`config.mk`:
```
export PLATFORM = sky130hd
export DESIGN_NAME = idll_queue
export DESIGN_NICKNAME = d
export VERILOG_FILES = /design/src/design/idll_pkg.sv /design/src/design/idll_queue.sv
export SDC_FILE = /design/constraint.sdc
export NUM_CORES = 1
export LEC_CHECK = 0
export BUFFER_PORTS_ARGS = -buffer_cell sky130_fd_sc_hd__buf_2
export CORE_MARGIN = 2
export CORE_UTILIZATION = 45
export CTS_CLUSTER_DIAMETER = 30
export DETAILED_ROUTE_END_ITERATION = 10
export HOLD_SLACK_MARGIN = 0.1
export PLACE_DENSITY = 0.75
export REMOVE_ABC_BUFFERS = 1
export SLEW_MARGIN = 20
export SYNTH_ARGS = -nofsm -noshare
export SYNTH_HDL_FRONTEND = slang
export SYNTH_SLANG_ARGS = --single-unit
```
`constraint.sdc`:
```
create_clock -name i_clk -period 2.1 [get_ports i_clk]
set_input_delay 0.42 -clock i_clk [delete_from_list [all_inputs] [get_ports i_clk]]
set_output_delay 0.42 -clock i_clk [all_outputs]
set_load 0.05 [all_outputs]
```
`src/design/idll_pkg.sv`:
```
// ----------------------------------------------------------------------------
// idll_pkg
// Shared types and constants for the indexed doubly linked list.
// ----------------------------------------------------------------------------
package idll_pkg;

    localparam int KEY_W     = 10;
    localparam int FUNC_W    = 3;
    localparam int OUT_W     = 11;
    localparam int SLOTS_DEF = 1024;

    localparam logic [FUNC_W-1:0] FUNC_APPEND  = 3'd0;
    localparam logic [FUNC_W-1:0] FUNC_PREPEND = 3'd1;
    localparam logic [FUNC_W-1:0] FUNC_BEFORE  = 3'd2;
    localparam logic [FUNC_W-1:0] FUNC_AFTER   = 3'd3;
    localparam logic [FUNC_W-1:0] FUNC_REMOVE  = 3'd4;
    localparam logic [FUNC_W-1:0] FUNC_CLEAR   = 3'd5;

    typedef enum logic [2:0] {
        OP_NOP,
        OP_APPEND,
        OP_PREPEND,
        OP_BEFORE,
        OP_AFTER,
        OP_REMOVE,
        OP_CLEAR
    } t_op;

    typedef struct packed {
        t_op              op;
        logic [KEY_W-1:0] key;
        logic [KEY_W-1:0] anchor;
    } t_cmd;

    typedef struct packed {
        logic full;
        logic empty;
    } t_q_status;

    typedef struct packed {
        logic clearing;
    } t_back_status;

    typedef enum logic [1:0] {
        BK_CLEAR,
        BK_IDLE,
        BK_WR1,
        BK_WR2
    } t_back_state;

endpackage

```
`src/design/idll_queue.sv`:
```
// ----------------------------------------------------------------------------
// idll_queue
// Two-entry command queue between the front and the back.
// ----------------------------------------------------------------------------
module idll_queue import idll_pkg::*; (
    input  logic      i_clk,
    input  logic      i_rst_n,
    input  logic      i_push,
    input  t_cmd      i_cmd,
    input  logic      i_pop,
    output t_cmd      o_cmd,
    output t_q_status o_status
);

    localparam int DEPTH = 2;
    localparam int PW    = $clog2(DEPTH);

    t_cmd          r_entry [DEPTH];
    logic [PW-1:0] r_wr_ptr;
    logic [PW-1:0] n_wr_ptr;
    logic [PW-1:0] r_rd_ptr;
    logic [PW-1:0] n_rd_ptr;
    logic [PW:0]   r_fill;
    logic [PW:0]   n_fill;

    always_comb begin
        n_wr_ptr = i_push ? PW'(r_wr_ptr + PW'(1)) : r_wr_ptr;
        n_rd_ptr = i_pop ? PW'(r_rd_ptr + PW'(1)) : r_rd_ptr;
        n_fill   = r_fill;
        if (i_push && !i_pop) begin
            n_fill = r_fill + (PW+1)'(1);
        end else if (i_pop && !i_push) begin
            n_fill = r_fill - (PW+1)'(1);
        end
    end

    always_ff @(posedge i_clk) begin
        if (!i_rst_n) begin
            r_wr_ptr <= '0;
            r_rd_ptr <= '0;
            r_fill   <= '0;
        end else begin
            r_wr_ptr <= n_wr_ptr;
            r_rd_ptr <= n_rd_ptr;
            r_fill   <= n_fill;
        end
    end

    always_ff @(posedge i_clk) begin
        if (i_push) begin
            r_entry[r_wr_ptr] <= i_cmd;
        end
    end

    assign o_cmd          = r_entry[r_rd_ptr];
    assign o_status.full  = (r_fill == (PW+1)'(DEPTH));
    assign o_status.empty = (r_fill == '0);

    a_no_overflow: assert property (@(posedge i_clk) disable iff (!i_rst_n)
        !(i_push && (r_fill == (PW+1)'(DEPTH))))
        else $error("command queue written while full");

    a_no_underflow: assert property (@(posedge i_clk) disable iff (!i_rst_n)
        !(i_pop && (r_fill == '0)))
        else $error("command queue read while empty");

endmodule

```
==> impl_metrics.csv <==
group,metric,value,unit
clocking,htree_levels,2,
timing,finalSetupTns,0,ns
routing,drtIter0Drc,28,
global_route,grt-ovfl-total,0,
clocking,clk_latency,0.29,ns
timing,worst_slack,0.1402,ns
timing,rsz0062_at_grt,"false",
clocking,cts_tree,"built",
clocking,clock_sinks,51,
outcome,status,"finished clean",
finish,fill_cells,319,
worst_setup_path,cp-end-kind,"output port",
finish,area_growth,23.36,%
synthesis,synthAdderAreaFrac,0.6676,%
timing,maxSlewHeadroom,72.42,%
timing,clock.fmax,0.5102,GHz
clocking,clkTransAtPathRegs,0.08,ns
worst_setup_path,critical_path_arrival,1.54,ns
synthesis,syn_area,0.001874,mm2
place,io_buffers,51,
synthesis,synth-xor-area-share,1.402,%
timing,fin_crit,1.960,ns
floorplanning,die_w,68.54,um
synthesis,netlist.area_leader.share,73.70,%
synthesis,synthMuxAreaShare,13.82,%
worst_setup_path,max_stage_delay,0.47,ns
timing,fin_crit_sh,93.33,%
synthesis,synth_compound_area_share,1.068,%
floorplanning,die_area,0.004697,mm2
synthesis,yosysUniqueCellTypes,16,
timing,setup_viol,0,
synthesis,synth_seq_cells,51,
worst_setup_path,worst-path-buf-inv,2,
place,place_ws,0.4438,ns
place,dpl.hpwl,2.244,mm
timing,worst_slew_pin_slew,0.4118,ns
place,gp_congestion,0.6405,
floorplanning,die_h,68.54,um
routing,wl_per_cell,15.21,um
synthesis,synth.area.top_cells,"edfxtp_1, mux2_2, dfxtp_1, and2_1, xor2_1",
synthesis,syn_inst,93,
worst_setup_path,worstPathRequired,1.68,ns
floorplanning,core_area,0.004000,mm2
global_route,grt_antenna_before_repair,0,
synthesis,seq_area_frac_synth,79.04,%
global_route,grt_util_all_layers,13.83,%
synthesis,synth-simple-area-share,3.004,%
worst_hold_path,hp-class,"in -> reg",
job,cap_violations,0,
power_and_ir_drop,ir_drop,0.0004536,V
finish,layout.nets,181,
global_route,grt_pass1_vias,1046,
finish,finalInstanceArea,0.002312,mm2
timing,drv_slew,0,
routing,drcViolationCount,0,
floorplanning,fp-row-count,23,
global_route,grt_pass1_wl,4.567,mm
synthesis,synth.largest_area_cell,"edfxtp_1",
timing,hold_viol,0,
worst_setup_path,critPathLaunchType,"flop",
timing,clock_skew,0.002524,ns
clocking,numCtsBuffers,5,
clocking,cts_root_buf,"clkbuf_8",
floorplanning,start_util,46.86,%
synthesis,yosysWarnings,0,
finish,fin_util,57.80,%
finish,final_layout_size_suffix_gt1_share,55.84,%
routing,drtPass1Iterations,4,
worst_setup_path,path_max_fanout,19,
finish,n_antenna_cell,0,
synthesis,avgSynthCellArea,20.15,um2
clocking,postCtsResizedCells,0,
routing,wirelength,3.102,mm
routing,vias_per_cell,4.833,
clocking,clockBufferDepth,2,
worst_setup_path,cp_top_family,"flip-flops",
clocking,postCtsSetupBuffers,0,
routing,antenna_left,0,
clocking,hold_buffers,0,
worst_setup_path,critPathKind,"reg -> out",
global_route,grt_max_degree,24,
floorplanning,ios,52,
routing,vias,986,
place,place_area,0.002222,mm2
timing,hold_slack,0.3093,ns
worst_setup_path,cp_slowest_cell,"dfxtp_1",
synthesis,synth_top_family_by_area,"multiplexers",
power_and_ir_drop,p_per_area,927.9,mW/mm2
power_and_ir_drop,p_leak,0.8888,nW
worst_setup_path,cp_cell_sequence,"buf_12 > mux2_2 > buf_2",
## metal layers
layer | global-route usage [%] | vias up | routed length [um]
met1 | 14.88 | 480 | 1285
li1 | - | 471 | -
met4 | 6.000 | 0 | 40
met2 | 25.12 | 32 | 1581
met3 | 3.896 | 3 | 194
met5 | 0 | - | 0
## stage by stage
stage | cells | total power, W
final | 204 | 0.002145
after global routing | 204 | 0.002231
after CTS | 204 | 0.002170
after detailed placement | 196 | 0.001624
after global placement | 196 | 0.001611
after floorplan | 91 | 0.001507
## logic make-up (layout without fill, tap and decap cells)
| group | count (synthesis) | after routing |
|---|---|---|
| XOR/XNOR | 3 | 3 |
| AND/OR/NAND/NOR | 9 | 9 |
| flip-flops | 51 | 51 |
| AO/OA/AOI/OAI | 3 | 3 |
| adder cells (fa/ha/maj) | 1 | 1 |
| buffers and inverters | 3 | 64 |
| multiplexers | 23 | 23 |
## worst reg2reg max path, cell delays in order, from the launching register on
cell	delay, ns
dfxtp_1	0.33
nor2b_2	0.36
buf_4	0.27
## sequential cells by signal (all words and copies together), names as in the netlist, named ones only
register / cells
r_fill: 2
r_entry: 46
r_wr_ptr: 1
r_rd_ptr: 1
## final timing paths
kind	startpoint	end	slack (ns)	depth (start not counted)
worst min-delay path	i_cmd[0]	r_entry[0][0]$_DFFE_PP_	0.31	1
worst max register to register	r_wr_ptr$_SDFFE_PN0P_	r_entry[0][7]$_DFFE_PP_	0.85	2
worst max-delay path	flop	o_cmd[16]	0.14	3
worst min register to register	r_fill[1]$_SDFFE_PN0P_	r_fill[1]$_SDFFE_PN0P_	0.54	2
## placed cells by master (no fill, tap or decap)
master	count
xnor2_1	1
clkinv_1	1
buf_12	1
edfxtp_1	46
dfxtp_1	5
a21boi_1	1
clkbuf_8	6
inv_1	1
xor2_1	2
nor2b_2	1
o21a_1	1
ha_1	1
clkbuf_1	1
o21ai_0	1
buf_4	3
buf_2	51
nor2b_1	1
and2_1	4
or3_1	1
and2b_2	1
mux2_2	23
nor2_1	1
## cell usage after synthesis
cell type	number
edfxtp_1	46
mux2_2	23
dfxtp_1	5
and2_1	4
buf_4	2
nor2b_1	2
xor2_1	2
a21boi_1	1
and2b_2	1
ha_1	1
inv_1	1
nor2_1	1
o21a_1	1
o21ai_0	1
or3_1	1
xnor2_1	1
## layout make-up
| cell class | count | area [um2] | share of cell area, % |
|---|---|---|---|
| clock inverter | 1 | 3.754 | 0.1623 |
| multi-input combinational | 39 | 376.6 | 16.29 |
| sequential | 51 | 1481 | 64.07 |
| clock buffer | 7 | 86.33 | 3.734 |
| timing repair buffer | 55 | 297.8 | 12.88 |
| tap | 50 | 62.56 | 2.706 |
| inverter | 1 | 3.754 | 0.1623 |
## report_power, final
| group | internal [W] | total (W) | switching [W] |
|---|---|---|---|
| Sequential | 0.00117 | 0.00119 | 0.0000222 |
| Clock | 0.000264 | 0.000549 | 0.000285 |
| Combinational | 0.000128 | 0.000407 | 0.000279 |
Power figures use the tool's default switching activity.
